### src/design/piecewise_linear_section_map_top_defines.svh
// Assertion macros for the piecewise linear section map RTL.
// Used by files that carry concurrent assertions; relies on clk_i and rst_ni in scope.
`ifndef PIECEWISE_LINEAR_SECTION_MAP_TOP_DEFINES_SVH
`define PIECEWISE_LINEAR_SECTION_MAP_TOP_DEFINES_SVH

// same-cycle implication
`define PLSM_ASSERT_IMP(lbl, ante, cons, msg) \
  lbl: assert property (@(posedge clk_i) disable iff (!rst_ni) (ante) |-> (cons)) \
    else $error(msg);

// next-cycle implication
`define PLSM_ASSERT_NXT(lbl, ante, cons, msg) \
  lbl: assert property (@(posedge clk_i) disable iff (!rst_ni) (ante) |=> (cons)) \
    else $error(msg);

`endif

### src/design/plsm_pkg.sv
// Shared types and constants for the piecewise linear section map.
// No dependencies; imported by every module of the block.
package plsm_pkg;

  localparam int MAX_SECTIONS = 8;
  localparam int IDX_W        = (MAX_SECTIONS > 1) ? $clog2(MAX_SECTIONS) : 1;
  localparam int DIV_STEPS    = 32;
  localparam int DIV_CNT_W    = $clog2(DIV_STEPS + 1);
  localparam int PADDR_W      = 3;

  localparam logic [31:0] NOT_FOUND_Q16 = 32'hFFFF_0000;  // -1.0
  localparam logic [3:0]  COUNT_RESET   = 4'd1;
  localparam logic [PADDR_W-3:0] REG_SECTION_COUNT = '0;   // word index

  typedef enum logic {
    OP_WRITE = 1'b0,
    OP_MAP   = 1'b1
  } opcode_e;

  typedef enum logic [1:0] {
    ST_INSIDE     = 2'd0,
    ST_CLAMP_LOW  = 2'd1,
    ST_CLAMP_HIGH = 2'd2,
    ST_NOT_FOUND  = 2'd3
  } map_status_e;

  typedef enum logic [2:0] {
    S_IDLE,
    S_CHECK,
    S_MUL,
    S_DIV,
    S_DONE
  } fsm_state_e;

  typedef struct packed {
    logic               opcode;
    logic [2:0]         section_index;
    logic signed [31:0] in_low;
    logic signed [31:0] in_high;
    logic signed [31:0] out_low;
    logic signed [31:0] out_high;
    logic signed [31:0] position;
  } in_item_t;

  typedef struct packed {
    logic signed [31:0] mapped_value;
    logic [1:0]         map_status;
  } out_item_t;

  typedef struct packed {
    logic signed [31:0] in_min;
    logic signed [31:0] in_max;
    logic signed [31:0] out_min;
    logic signed [31:0] out_max;
  } section_t;

  typedef struct packed {
    logic             en;
    logic [IDX_W-1:0] addr;
    section_t         data;
  } tbl_wr_t;

  typedef struct packed {
    logic             en;
    logic [IDX_W-1:0] addr;
  } tbl_rd_t;

  typedef struct packed {
    logic        start;
    logic [63:0] dividend;
    logic [31:0] divisor;
  } div_req_t;

  typedef struct packed {
    logic busy;
    logic done;
  } div_stat_t;

endpackage

### src/design/plsm_table.sv
// Section table: synchronous memory, one write and one read port, registered read data.
// Depends on plsm_pkg.
module plsm_table (
  input  logic               clk_i,
  input  plsm_pkg::tbl_wr_t  wr_i,
  input  plsm_pkg::tbl_rd_t  rd_i,
  output plsm_pkg::section_t rd_data_o
);
  import plsm_pkg::*;

  section_t mem_q [MAX_SECTIONS];
  section_t rd_data_q;

  always_ff @(posedge clk_i) begin
    if (wr_i.en) begin
      mem_q[wr_i.addr] <= wr_i.data;
    end
  end

  always_ff @(posedge clk_i) begin
    if (rd_i.en) begin
      rd_data_q <= mem_q[rd_i.addr];
    end
  end

  assign rd_data_o = rd_data_q;

endmodule

### src/design/plsm_div.sv
// Restoring divider, one quotient bit per cycle, 64/32 with a 32-bit quotient.
// Caller guarantees dividend[63:32] < divisor. Depends on plsm_pkg.
module plsm_div (
  input  logic                clk_i,
  input  logic                rst_ni,
  input  plsm_pkg::div_req_t  req_i,
  output plsm_pkg::div_stat_t stat_o,
  output logic [31:0]         quotient_o
);
  import plsm_pkg::*;

  logic [DIV_CNT_W-1:0] cnt_q, cnt_d;
  logic                 done_q, done_d;
  logic [31:0]          rem_q, rem_d;
  logic [31:0]          quo_q, quo_d;
  logic [31:0]          divisor_q;
  logic [32:0]          partial;
  logic [33:0]          trial;
  logic                 ge;

  assign partial = {rem_q, quo_q[31]};
  assign trial   = {1'b0, partial} - {2'b00, divisor_q};
  assign ge      = !trial[33];

  always_comb begin
    cnt_d  = cnt_q;
    done_d = 1'b0;
    rem_d  = rem_q;
    quo_d  = quo_q;
    if (req_i.start) begin
      cnt_d = DIV_CNT_W'(DIV_STEPS);
      rem_d = req_i.dividend[63:32];
      quo_d = req_i.dividend[31:0];
    end else if (cnt_q != '0) begin
      cnt_d  = cnt_q - DIV_CNT_W'(1);
      done_d = (cnt_q == DIV_CNT_W'(1));
      rem_d  = ge ? trial[31:0] : partial[31:0];
      quo_d  = {quo_q[30:0], ge};
    end
  end

  always_ff @(posedge clk_i or negedge rst_ni) begin
    if (!rst_ni) begin
      cnt_q  <= '0;
      done_q <= 1'b0;
    end else begin
      cnt_q  <= cnt_d;
      done_q <= done_d;
    end
  end

  always_ff @(posedge clk_i) begin
    rem_q <= rem_d;
    quo_q <= quo_d;
    if (req_i.start) begin
      divisor_q <= req_i.divisor;
    end
  end

  assign stat_o.busy = (cnt_q != '0);
  assign stat_o.done = done_q;
  assign quotient_o  = quo_q;

endmodule

### src/design/piecewise_linear_section_map_top.sv
// Piecewise linear section map; one transaction in flight.
// A map scans the sections in use in S_CHECK; a clamp, not found or zero-width match then
// goes straight to S_DONE, while an interpolation passes through S_MUL, the serial divide in
// S_DIV and S_DONE. The input stalls meanwhile.
// Scan is idle again when out_valid_o rises; a held result delays the next finish only.
// Reset (async, active low): section_count = 1, scan idle, output empty; table undefined.
`include "piecewise_linear_section_map_top_defines.svh"

module piecewise_linear_section_map_top (
  input  logic                      clk_i,
  input  logic                      rst_ni,
  // input channel
  input  logic                      in_valid_i,
  output logic                      in_stall_o,
  input  plsm_pkg::in_item_t        in_item_i,
  // result channel
  output logic                      out_valid_o,
  input  logic                      out_stall_i,
  output plsm_pkg::out_item_t       out_item_o,
  // configuration port
  input  logic                      psel,
  input  logic                      penable,
  input  logic                      pwrite,
  input  logic [plsm_pkg::PADDR_W-1:0] paddr,
  input  logic [31:0]               pwdata,
  output logic [31:0]               prdata,
  output logic                      pready
);
  import plsm_pkg::*;

  // ---------------------------------------------------------------------------
  // Configuration register. Only section_count lives here; word index from
  // paddr[PADDR_W-1:2], byte lanes ignored.
  // ---------------------------------------------------------------------------
  logic [3:0] count_q;
  logic       cfg_wr;
  logic       cfg_hit;

  assign pready  = 1'b1;
  assign cfg_hit = (paddr[PADDR_W-1:2] == REG_SECTION_COUNT);
  assign cfg_wr  = psel && penable && pwrite && pready && cfg_hit;
  assign prdata  = cfg_hit ? {28'd0, count_q} : 32'd0;

  always_ff @(posedge clk_i or negedge rst_ni) begin
    if (!rst_ni) begin
      count_q <= COUNT_RESET;
    end else if (cfg_wr) begin
      count_q <= pwdata[3:0];
    end
  end

  // Last scanned entry: a count of zero acts as one, a count past the table
  // saturates at the table depth.
  logic [IDX_W-1:0] last_w;
  always_comb begin
    if (count_q == 4'd0) begin
      last_w = '0;
    end else if (int'(count_q) > MAX_SECTIONS) begin
      last_w = IDX_W'(MAX_SECTIONS - 1);
    end else begin
      last_w = IDX_W'(count_q - 4'd1);
    end
  end

  // ---------------------------------------------------------------------------
  // Submodules: section memory and serial divider.
  // ---------------------------------------------------------------------------
  tbl_wr_t   tbl_wr;
  tbl_rd_t   tbl_rd;
  section_t  cur;
  div_req_t  div_req;
  div_stat_t div_stat;
  logic [31:0] quotient;

  plsm_table u_table (
    .clk_i     (clk_i),
    .wr_i      (tbl_wr),
    .rd_i      (tbl_rd),
    .rd_data_o (cur)
  );

  plsm_div u_div (
    .clk_i      (clk_i),
    .rst_ni     (rst_ni),
    .req_i      (div_req),
    .stat_o     (div_stat),
    .quotient_o (quotient)
  );

  // ---------------------------------------------------------------------------
  // Scan state
  // ---------------------------------------------------------------------------
  fsm_state_e state_q, state_d;
  logic [IDX_W-1:0] idx_q, last_q;
  logic signed [31:0] pos_q;
  logic signed [31:0] e0_in_min_q, e0_out_min_q;
  logic [31:0] a_q, b_q, range_q;
  logic signed [31:0] omin_q;
  logic        neg_q;
  logic signed [31:0] res_value_q;
  map_status_e res_status_q;
  out_item_t   out_item_q;
  logic        out_valid_q;

  logic in_acc, out_free, is_map, is_last, hit, zero_w;
  logic signed [31:0] e0_in_min, e0_out_min;
  logic [31:0] range_w, a_w, b_w;
  logic [32:0] odiff, mid_sum, interp;

  assign in_acc   = in_valid_i && !in_stall_o;
  assign is_map   = (in_item_i.opcode == OP_MAP);
  assign out_free = !out_valid_q || !out_stall_i;
  assign is_last  = (idx_q == last_q);

  // entry 0 is the current read data on the first scan step
  assign e0_in_min  = (idx_q == '0) ? cur.in_min  : e0_in_min_q;
  assign e0_out_min = (idx_q == '0) ? cur.out_min : e0_out_min_q;

  // inclusive range test; a reversed section never matches
  assign hit     = ($signed(pos_q) >= $signed(cur.in_min)) &&
                   ($signed(pos_q) <= $signed(cur.in_max));
  assign range_w = cur.in_max - cur.in_min;
  assign zero_w  = (range_w == 32'd0);
  assign a_w     = pos_q - cur.in_min;
  assign odiff   = {cur.out_max[31], cur.out_max} - {cur.out_min[31], cur.out_min};
  assign b_w     = odiff[32] ? 32'(-odiff) : odiff[31:0];
  // zero-width section: floor((out_min + out_max) / 2)
  assign mid_sum = {cur.out_min[31], cur.out_min} + {cur.out_max[31], cur.out_max};

  // final step of an interpolation: out_min +/- quotient
  assign interp  = neg_q ? ({omin_q[31], omin_q} - {1'b0, quotient})
                         : ({omin_q[31], omin_q} + {1'b0, quotient});

  // next state
  always_comb begin
    state_d = state_q;
    unique case (state_q)
      S_IDLE: begin
        if (in_acc && is_map) begin
          state_d = S_CHECK;
        end
      end
      S_CHECK: begin
        if (hit) begin
          state_d = zero_w ? S_DONE : S_MUL;
        end else if (is_last) begin
          state_d = S_DONE;
        end
      end
      S_MUL: state_d = S_DIV;
      S_DIV: begin
        if (div_stat.done) begin
          state_d = S_DONE;
        end
      end
      S_DONE: begin
        if (out_free) begin
          state_d = S_IDLE;
        end
      end
      default: state_d = S_IDLE;
    endcase
  end

  // control outputs
  always_comb begin
    in_stall_o       = 1'b1;
    tbl_wr.en        = 1'b0;
    tbl_wr.addr      = IDX_W'(in_item_i.section_index);
    tbl_wr.data      = '{in_min:  in_item_i.in_low,  in_max:  in_item_i.in_high,
                         out_min: in_item_i.out_low, out_max: in_item_i.out_high};
    tbl_rd.en        = 1'b0;
    tbl_rd.addr      = '0;
    div_req.start    = 1'b0;
    div_req.dividend = a_q * b_q;
    div_req.divisor  = range_q;
    unique case (state_q)
      S_IDLE: begin
        in_stall_o = 1'b0;
        if (in_acc && !is_map && (int'(in_item_i.section_index) < MAX_SECTIONS)) begin
          tbl_wr.en = 1'b1;
        end
        if (in_acc && is_map) begin
          tbl_rd.en = 1'b1;
        end
      end
      S_CHECK: begin
        if (!hit && !is_last) begin
          tbl_rd.en   = 1'b1;
          tbl_rd.addr = idx_q + IDX_W'(1);
        end
      end
      S_MUL:   div_req.start = 1'b1;
      S_DIV:   ;
      S_DONE:  ;
      default: ;
    endcase
  end

  always_ff @(posedge clk_i or negedge rst_ni) begin
    if (!rst_ni) begin
      state_q     <= S_IDLE;
      idx_q       <= '0;
      out_valid_q <= 1'b0;
    end else begin
      state_q <= state_d;
      if (state_q == S_IDLE) begin
        idx_q <= '0;
      end else if (state_q == S_CHECK && !hit && !is_last) begin
        idx_q <= idx_q + IDX_W'(1);
      end
      if (state_q == S_DONE && out_free) begin
        out_valid_q <= 1'b1;
      end else if (!out_stall_i) begin
        out_valid_q <= 1'b0;
      end
    end
  end

  // datapath registers
  always_ff @(posedge clk_i) begin
    if (state_q == S_IDLE && in_acc && is_map) begin
      pos_q  <= in_item_i.position;
      last_q <= last_w;
    end
    if (state_q == S_CHECK) begin
      e0_in_min_q  <= e0_in_min;
      e0_out_min_q <= e0_out_min;
      if (hit) begin
        a_q     <= a_w;
        b_q     <= b_w;
        range_q <= range_w;
        omin_q  <= cur.out_min;
        neg_q   <= odiff[32];
        if (zero_w) begin
          res_value_q  <= mid_sum[32:1];
          res_status_q <= ST_INSIDE;
        end
      end else if (is_last) begin
        priority if ($signed(pos_q) < $signed(e0_in_min)) begin
          res_value_q  <= e0_out_min;
          res_status_q <= ST_CLAMP_LOW;
        end else if ($signed(pos_q) > $signed(cur.in_max)) begin
          res_value_q  <= cur.out_max;
          res_status_q <= ST_CLAMP_HIGH;
        end else begin
          res_value_q  <= NOT_FOUND_Q16;
          res_status_q <= ST_NOT_FOUND;
        end
      end
    end
    if (state_q == S_DIV && div_stat.done) begin
      res_value_q  <= interp[31:0];
      res_status_q <= ST_INSIDE;
    end
    if (state_q == S_DONE && out_free) begin
      out_item_q.mapped_value <= res_value_q;
      out_item_q.map_status   <= res_status_q;
    end
  end

  assign out_valid_o = out_valid_q;
  assign out_item_o  = out_item_q;

  // ---------------------------------------------------------------------------
  // Assertions
  // ---------------------------------------------------------------------------
  `PLSM_ASSERT_NXT(a_map_enters_scan, in_acc && is_map, state_q == S_CHECK,
                   "map transaction did not start a scan")
  `PLSM_ASSERT_IMP(a_div_done_in_div, div_stat.done, state_q == S_DIV,
                   "divider finished outside the divide state")
  `PLSM_ASSERT_IMP(a_scan_bound, state_q == S_CHECK, idx_q <= last_q,
                   "scan index ran past the last section in use")
  `PLSM_ASSERT_NXT(a_result_loaded, state_q == S_DONE && out_free, out_valid_o,
                   "finished result was not presented")

endmodule
### config.mk
export PLATFORM = sky130hd
export DESIGN_NAME = piecewise_linear_section_map_top
export DESIGN_NICKNAME = d
export VERILOG_FILES = /design/src/design/plsm_pkg.sv /design/src/design/plsm_table.sv /design/src/design/plsm_div.sv /design/src/design/piecewise_linear_section_map_top.sv
export VERILOG_INCLUDE_DIRS = /design/src /design/src/design
export SDC_FILE = /design/constraint.sdc
export NUM_CORES = 2
export LEC_CHECK = 0
export ABC_AREA = 1
export BUFFER_PORTS_ARGS = -buffer_cell sky130_fd_sc_hd__buf_2
export CAP_MARGIN = 20
export CORE_UTILIZATION = 25
export DETAILED_ROUTE_END_ITERATION = 6
export GPL_ROUTABILITY_DRIVEN = 0
export PLACE_DENSITY = 0.47
export SLEW_MARGIN = 20
export SYNTH_ARGS = -nofsm -noshare
export SYNTH_HDL_FRONTEND = slang
export SYNTH_SLANG_ARGS = --single-unit
export TNS_END_PERCENT = 30
### constraint.sdc
create_clock -name clk_i -period 16.36 [get_ports clk_i]
set_input_delay 3.272 -clock clk_i [delete_from_list [all_inputs] [get_ports clk_i]]
set_output_delay 3.272 -clock clk_i [all_outputs]
set_load 0.01 [all_outputs]
After elaboration in Yosys (flattened, before gate mapping)
Memories as Yosys holds them, arrays and structs flattened. A register that Yosys moved wholly into a read port is not among the register bits.
Cells that the tools add are included.

cells by class
  add/sub/neg operators = 11
  $mul = 1
  order comparisons = 5
  equal/unequal tests = 13
  multiplexer cells = 48
  bitwise logic cells = 1
  reductions and logical operators = 35

operators with widths
  cell                                                                    number
  32-bit 2-to-1 mux                                                       16
  32-bit subtractor                                                       3
  32-bit by 32-bit multiplier with 64-bit output                          1
  33-bit by 32-bit subtractor with 34-bit output                          1
  32-bit by 32-bit adder with 33-bit output                               1
  32-bit by 32-bit subtractor with 33-bit output                          1
  32-bit adder                                                            1
  32-bit greater-or-equal comparator                                      1
  32-bit > comparator                                                     1
  32-bit less-or-equal comparator                                         1
  32-bit zero test                                                        1
  32-bit less-than comparator                                             1
  32-bit negator                                                          1
  3-bit 2-to-1 mux                                                        10
  3-bit one-hot mux with 5 select lines                                   1
  1-bit logical AND                                                       14
  1-bit 2-to-1 mux                                                        12
  6-bit 2-to-1 mux                                                        2
  2-bit 2-to-1 mux                                                        4
  4-bit 2-to-1 mux                                                        2
  2-bit by 1-bit != test with 1-bit output (second input constant)        4
  2-bit nonzero test                                                      4
  3-bit by 2-bit equality test with 1-bit output (second input constant)  2
  6-bit by 1-bit equality test with 1-bit output (second input constant)  1
  21 further kinds                                                        28

storage, ports and cells
  register bits after elaboration = 410
  memory bits (writable) = 1024
  bits of input ports = 206
  memories kept = 1

memory list
  memory         depth  bits a word  read ports  clocked after memory_dff  write ports  line              source
  u_table.mem_q  8      128          1           1                         1            plsm_table.sv:11  section_t mem_q [MAX_SECTIONS];

Logic depth before layout (Yosys ltp)
  depth after elaboration = 8
  depth in mapped cells = 35
  mapped depth without buffers = 34

By module
A second synthesis with hierarchy kept.

unflattened totals
  cell total of the unflattened synthesis = 13376
  area, all modules = 115213.0 um^2

modules (own cells, without submodules)
  module                            times used  cells each  area an instance (um^2)  sequential area each (um^2)
  piecewise_linear_section_map_top  1           7827        59739.8                  9145.0
  plsm_table                        1           4570        48358.9                  34593.2
  plsm_div                          1           979         7114.3                   3057.9

Worst setup path after synthesis
OpenSTA, ideal clock, no wires.

  path kind = flip-flop to flip-flop
  start = register u_table.rd_data_o[96] (netlist name)
  end = register a_q[0], enable pin
  library setup time = 0.933 ns
  arrival = 14.370 ns
  required time = 15.427 ns
  path slack = 1.057 ns
  stages on the path, launching flop included = 18
  path buffers = 2
  period minus slack after synthesis = 15.303 ns
  cell sequence = edfxtp_1 -> ha_1 -> fa_1 -> inv_1 -> nand3_1 -> nand2_1 -> nand2_1 -> nand3_2 -> nand2_1 -> nand2_2 -> nand2_1 -> nand2_1 -> nand2_1 -> nand3_2 -> nand2_4 -> buf_2 -> clkbuf_1 -> nor4_1

between the ends
  longest elaborated chain between the ends = 3

ends and longest elaborated chain
  item                                line                                     source
  32-bit greater-or-equal comparator  piecewise_linear_section_map_top.sv:120  assign hit = ($signed(pos_q) >= $signed(cur.in_min)) &&
  1-bit logical AND                   piecewise_linear_section_map_top.sv:120
  2-bit AND reduction (no line)       -
  end signal: assignment              piecewise_linear_section_map_top.sv:230  a_q <= a_w;
  end: declaration                    piecewise_linear_section_map_top.sv:97   logic [31:0] a_q, b_q, range_q;

No other way between the ends.
A chain may end at the register's enable or synchronous reset.

Worst setup path in the final report
  start = register b_q[23]
  end = register u_div.rem_q[22] (data pin)

between the ends
  longest elaborated chain between the ends = 2

ends and longest elaborated chain
  item                                            line                                     source
  start: declaration                              piecewise_linear_section_map_top.sv:97
  start signal: assignment                        piecewise_linear_section_map_top.sv:231  b_q <= b_w;
  32-bit by 32-bit multiplier with 64-bit output  piecewise_linear_section_map_top.sv:175  div_req.dividend = a_q * b_q;
  32-bit 2-to-1 mux                               plsm_div.sv:30                           if (req_i.start) begin
  via u_div.rem_d[22]                             plsm_div.sv:14                           logic [31:0] rem_q, rem_d;
  end signal: assignment                          plsm_div.sv:53                           rem_q <= rem_d;
  end: declaration                                plsm_div.sv:14

The timed path passes the listed nets, and every way through them passes these cells.

==> impl_metrics.csv <==
group,metric,value,unit
worst_setup_path,worst-r2r-cell-count,23,
sta,timing_max_transition_violations_final,0,
sta,ratio_of_final_minimum_period_to_clock_period,51.3,%
logic_synthesis,synthesis.instances,12700,
worst_setup_path,start_kind,"flop",
clock_tree,h-tree-depth,4,
detailed_routing,drt.antenna.violating_nets,0,
worst_setup_path,crit_type,"reg -> reg",
global_routing,grt_overflow,0,
detailed_routing,drt_first_pass_iters,5,
floorplan,die_h,673,um
sta,rsz0062_at_grt,"no",
worst_setup_path,crit_chain,"buf_4 -> nand2_1 -> fa_1 -> inv_1 -> fa_1 -> fa_1 -> fa_1 -> fa_1 -> fa_1 -> fa_1 -> inv_1 -> fa_1 -> inv_1 -> ha_1 -> inv_1 -> o21ai_0 -> a21oi_1 -> o21ai_0 -> a21oi_1 -> o311ai_0 -> xor2_1 -> nand2_1 -> nand2_1",
logic_synthesis,post_synth_num_cell_types,63,
clock_tree,cts_sinks,1562,
sta,final_hold_viols,0,
clock_tree,post_cts_resize_count,0,
sta,fmaxAchievable,0.119,GHz
final_layout,top_register,"u_table.mem_q",
detailed_routing,via_count,80800,
sta,totalNegativeSetupSlack,0,ns
clock_tree,postCtsSetupRepairBufs,0,
global_routing,grt_max_degree,180,
floorplan,chipWidth,673,um
worst_setup_path,crit_path_end_kind,"flop",
worst_setup_path,worst_r2r_endpoint,"u_div.rem_q[22]$_DFFE_PP_",
floorplan,placement_rows,246,
worst_setup_path,crit_arrival,8.96,ns
clock_tree,cts_max_path_buffers,4,
min_path,hold_path.class,"reg -> reg",
outcome,status,"finished, final reports clean",
detailed_routing,dr.first_iter.drc_count,5650,
logic_synthesis,post_synth_edffs,1542,
floorplan,core-area,449000,sq um
worst_setup_path,setup.reg_to_reg.worst_slack,7.96,ns
global_routing,number_of_global_route_vias_before_repair,81100,
min_path,worst_hold_path_ep,"u_div.divisor_q[3]$_DFFE_PP_",
sta,actual_slew_at_the_worst_max_slew_pin,1.02,ns
worst_setup_path,timing.rr.start,"b_q[23]$_DFFE_PP_",
logic_synthesis,ys_seq_elements,1562,
worst_setup_path,crit_slowest_cell,"sky130_fd_sc_hd__edfxtp_1",
final_layout,area_growth_syn_to_layout,10.9,%
detailed_routing,route.detailed.wl_per_inst,18.0,um
min_path,timing.hold.worst_path_depth,0,
worst_setup_path,timing.critical_path.slowest_cell_delay,0.74,ns
place,dpl.hpwl,239,mm
detailed_routing,drt-total-wl,338,mm
clock_tree,cts-root-buf,"sky130_fd_sc_hd__clkbuf_16",
clock_tree,cts-buffers-inserted,160,
final_layout,largest_register_ff_count,1024,
floorplan,die_area,453000,sq um
logic_synthesis,syn_area,113000,sq um
logic_synthesis,sequential_cell_area_fraction_in_the_yosys_report,41.5,%
logic_synthesis,ys_dominant_reg_cell,"sky130_fd_sc_hd__edfxtp_1",
detailed_routing,detail_route.vias_per_cell,4.30,
floorplan,initial_cell_density_of_the_core,25.1,%
place,count_of_buffers_from_port_buffering,215,
worst_setup_path,worstPathRequired,16.92,ns
worst_setup_path,worst_path_most_repeated_cell,"sky130_fd_sc_hd__fa_1",
global_routing,grt_antenna_before_repair,51,
logic_synthesis,synth-warning-count,0,
logic_synthesis,ys_async_rst_share,1.15,%
flow_run,drv_cap,0,
logic_synthesis,avgSynthCellArea,8.88,sq um
min_path,hold_path_startpoint,"range_q[3]$_DFFE_PP_",
final_layout,final_net_count,14300,
clock_tree,clk-insertion-delay-late,0.84,ns
sta,max-slew-margin-rel,32.3,%
final_layout,mostFrequentLayoutCell,"sky130_fd_sc_hd__nand2_1",
final_layout,layout-drive-gt1-share,4.82,%
clock_tree,cts_hold_buf,0,
sta,final.setup_skew,0.0481,ns
clock_tree,tritoncts,"done",
detailed_routing,drc_errors,0,
clock_tree,cts_clock_pin_slew_for_the_worst_setup_and_hold_paths,0.07,ns
global_routing,total_routing_usage_gr,14.8,%
global_routing,global_route_wire_length_before_repair,514,mm
floorplan,top_level_ports,275,
final_layout,mostFrequentLayoutCells,"3,214 x sky130_fd_sc_hd__nand2_1, 2,783 x sky130_fd_sc_hd__inv_1, 1,542 x sky130_fd_sc_hd__edfxtp_1, 994 x sky130_fd_sc_hd__nor2_1, 902 x sky130_fd_sc_hd__fa_1",
worst_setup_path,worst-path-max-fanout,28,
sta,finalWorstPathRequiredPeriod,8.40,ns
sta,finalSetupViolations,0,
[final cells by class]
| class | count | area (sq um) |
|---|---|---|
| fillers | 48100 | 324000 |
| inverters | 2791 | 10500 |
| clock inverters | 67 | 533 |
| clock buffers | 205 | 4270 |
| multi-input cells | 7834 | 53100 |
| well taps | 5952 | 7450 |
| diodes | 19 | 47.5 |
| repair buffers | 356 | 2230 |
| flip-flops and latches | 1562 | 46800 |
[cells by family (layout without fill, tap and decap cells)]
logic type               count (synthesis)  in the layout  share of synthesized area [%]
AND/OR/NAND/NOR                       4987           4987                           17.8
buffers and inverters                 3315           3419                           11.5
flip-flops                            1562           1562                           41.5
adder cells (fa/ha/maj)               1426           1426                           21.9
AO/OA/AOI/OAI                         1183           1183                           5.62
XOR/XNOR                               208            208                           1.63
other                                    2             48                        0.00667
multiplexers                             1              1                         0.0100
[worst max-delay path, delay by kind of cell, from the launching register on]
kind	cells	cell delay (ns)
compound gates	5	1.54
flops	1	0.74
fa+ha+maj	9	4.50
xor+xnor	1	0.14
buf+inv	5	0.80
simple gates	3	0.35
[Yosys cell counts (3+ instances only)]
| cell | n | area, sq um |
|---|---|---|
| sky130_fd_sc_hd__clkbuf_1 | 335 | 1260 |
| sky130_fd_sc_hd__nor3_2 | 3 | 30.0 |
| sky130_fd_sc_hd__and2_1 | 4 | 25.0 |
| sky130_fd_sc_hd__a211oi_1 | 4 | 30.0 |
| sky130_fd_sc_hd__o21bai_1 | 24 | 180 |
| sky130_fd_sc_hd__edfxtp_1 | 1542 | 46300 |
| sky130_fd_sc_hd__buf_1 | 5 | 18.8 |
| sky130_fd_sc_hd__a21oi_1 | 401 | 2010 |
| sky130_fd_sc_hd__xor2_1 | 128 | 1120 |
| sky130_fd_sc_hd__nand4_1 | 178 | 1110 |
| sky130_fd_sc_hd__nand3b_1 | 10 | 75.1 |
| sky130_fd_sc_hd__nor2_1 | 998 | 3750 |
| sky130_fd_sc_hd__nor3b_1 | 4 | 30.0 |
| sky130_fd_sc_hd__nor4_1 | 19 | 119 |
| sky130_fd_sc_hd__buf_2 | 107 | 536 |
| sky130_fd_sc_hd__or2_2 | 17 | 106 |
| sky130_fd_sc_hd__ha_1 | 524 | 6560 |
| sky130_fd_sc_hd__o21a_1 | 18 | 135 |
| sky130_fd_sc_hd__inv_1 | 2786 | 10500 |
| sky130_fd_sc_hd__o21ai_1 | 59 | 295 |
| sky130_fd_sc_hd__dfrtp_1 | 17 | 425 |
| sky130_fd_sc_hd__a21boi_0 | 12 | 90.1 |
| sky130_fd_sc_hd__nand2_1 | 3217 | 12100 |
| sky130_fd_sc_hd__o31ai_1 | 5 | 37.5 |
| sky130_fd_sc_hd__nand3_1 | 454 | 2270 |
| sky130_fd_sc_hd__fa_1 | 902 | 18100 |
| sky130_fd_sc_hd__nor3_1 | 65 | 325 |
| sky130_fd_sc_hd__o221ai_1 | 3 | 26.3 |
| sky130_fd_sc_hd__and3_1 | 4 | 25.0 |
| sky130_fd_sc_hd__buf_6 | 26 | 293 |
| sky130_fd_sc_hd__a21o_1 | 37 | 278 |
| sky130_fd_sc_hd__buf_4 | 50 | 375 |
| sky130_fd_sc_hd__a31oi_1 | 39 | 244 |
| sky130_fd_sc_hd__xnor2_1 | 78 | 683 |
| sky130_fd_sc_hd__o21ai_0 | 550 | 2750 |
| sky130_fd_sc_hd__inv_2 | 4 | 15.0 |
| sky130_fd_sc_hd__o211ai_1 | 15 | 113 |
| sky130_fd_sc_hd__nand3_2 | 5 | 50.1 |
[metal layers]
metal	global-route usage (%)	up-vias	wire length, um
met5	0	-	260
met3	1.61	448	13800
met2	25.3	1535	161000
li1	-	39300	-
met1	19.7	39500	153000
met4	4.14	42	9860
[worst max path at each step]
stage                                            to  slack (ns)  depth (start not counted)                       startpoint
after floorplan                    a_q[0]$_DFFE_PP_        1.06                         17  u_table.rd_data_o[96]$_DFFE_PP_
after global placement    u_div.rem_q[22]$_DFFE_PP_        7.96                         23                b_q[23]$_DFFE_PP_
after detailed placement  u_div.rem_q[22]$_DFFE_PP_        8.01                         23                b_q[23]$_DFFE_PP_
after CTS                 u_div.rem_q[22]$_DFFE_PP_        7.91                         23                b_q[23]$_DFFE_PP_
after global routing      u_div.rem_q[29]$_DFFE_PP_        7.63                         27                b_q[23]$_DFFE_PP_
final                     u_div.rem_q[22]$_DFFE_PP_        7.96                         23                b_q[23]$_DFFE_PP_
[per-stage QoR]
step	hold WS, ns	worst slack (ns)	utilization, %	cell area, sq um	instances
after floorplan	0.400	1.06	-	113000	12700
after global placement	0.401	7.96	26.7	120000	18500
after detailed placement	0.405	8.01	26.8	120000	18500
after CTS	0.408	7.91	27.8	125000	18800
after global routing	0.412	7.63	27.8	125000	18800
final	0.400	7.96	27.8	125000	18800
Power is not shown: default switching activity piles up to over one toggle a cycle in this logic, so the estimate is an artifact.
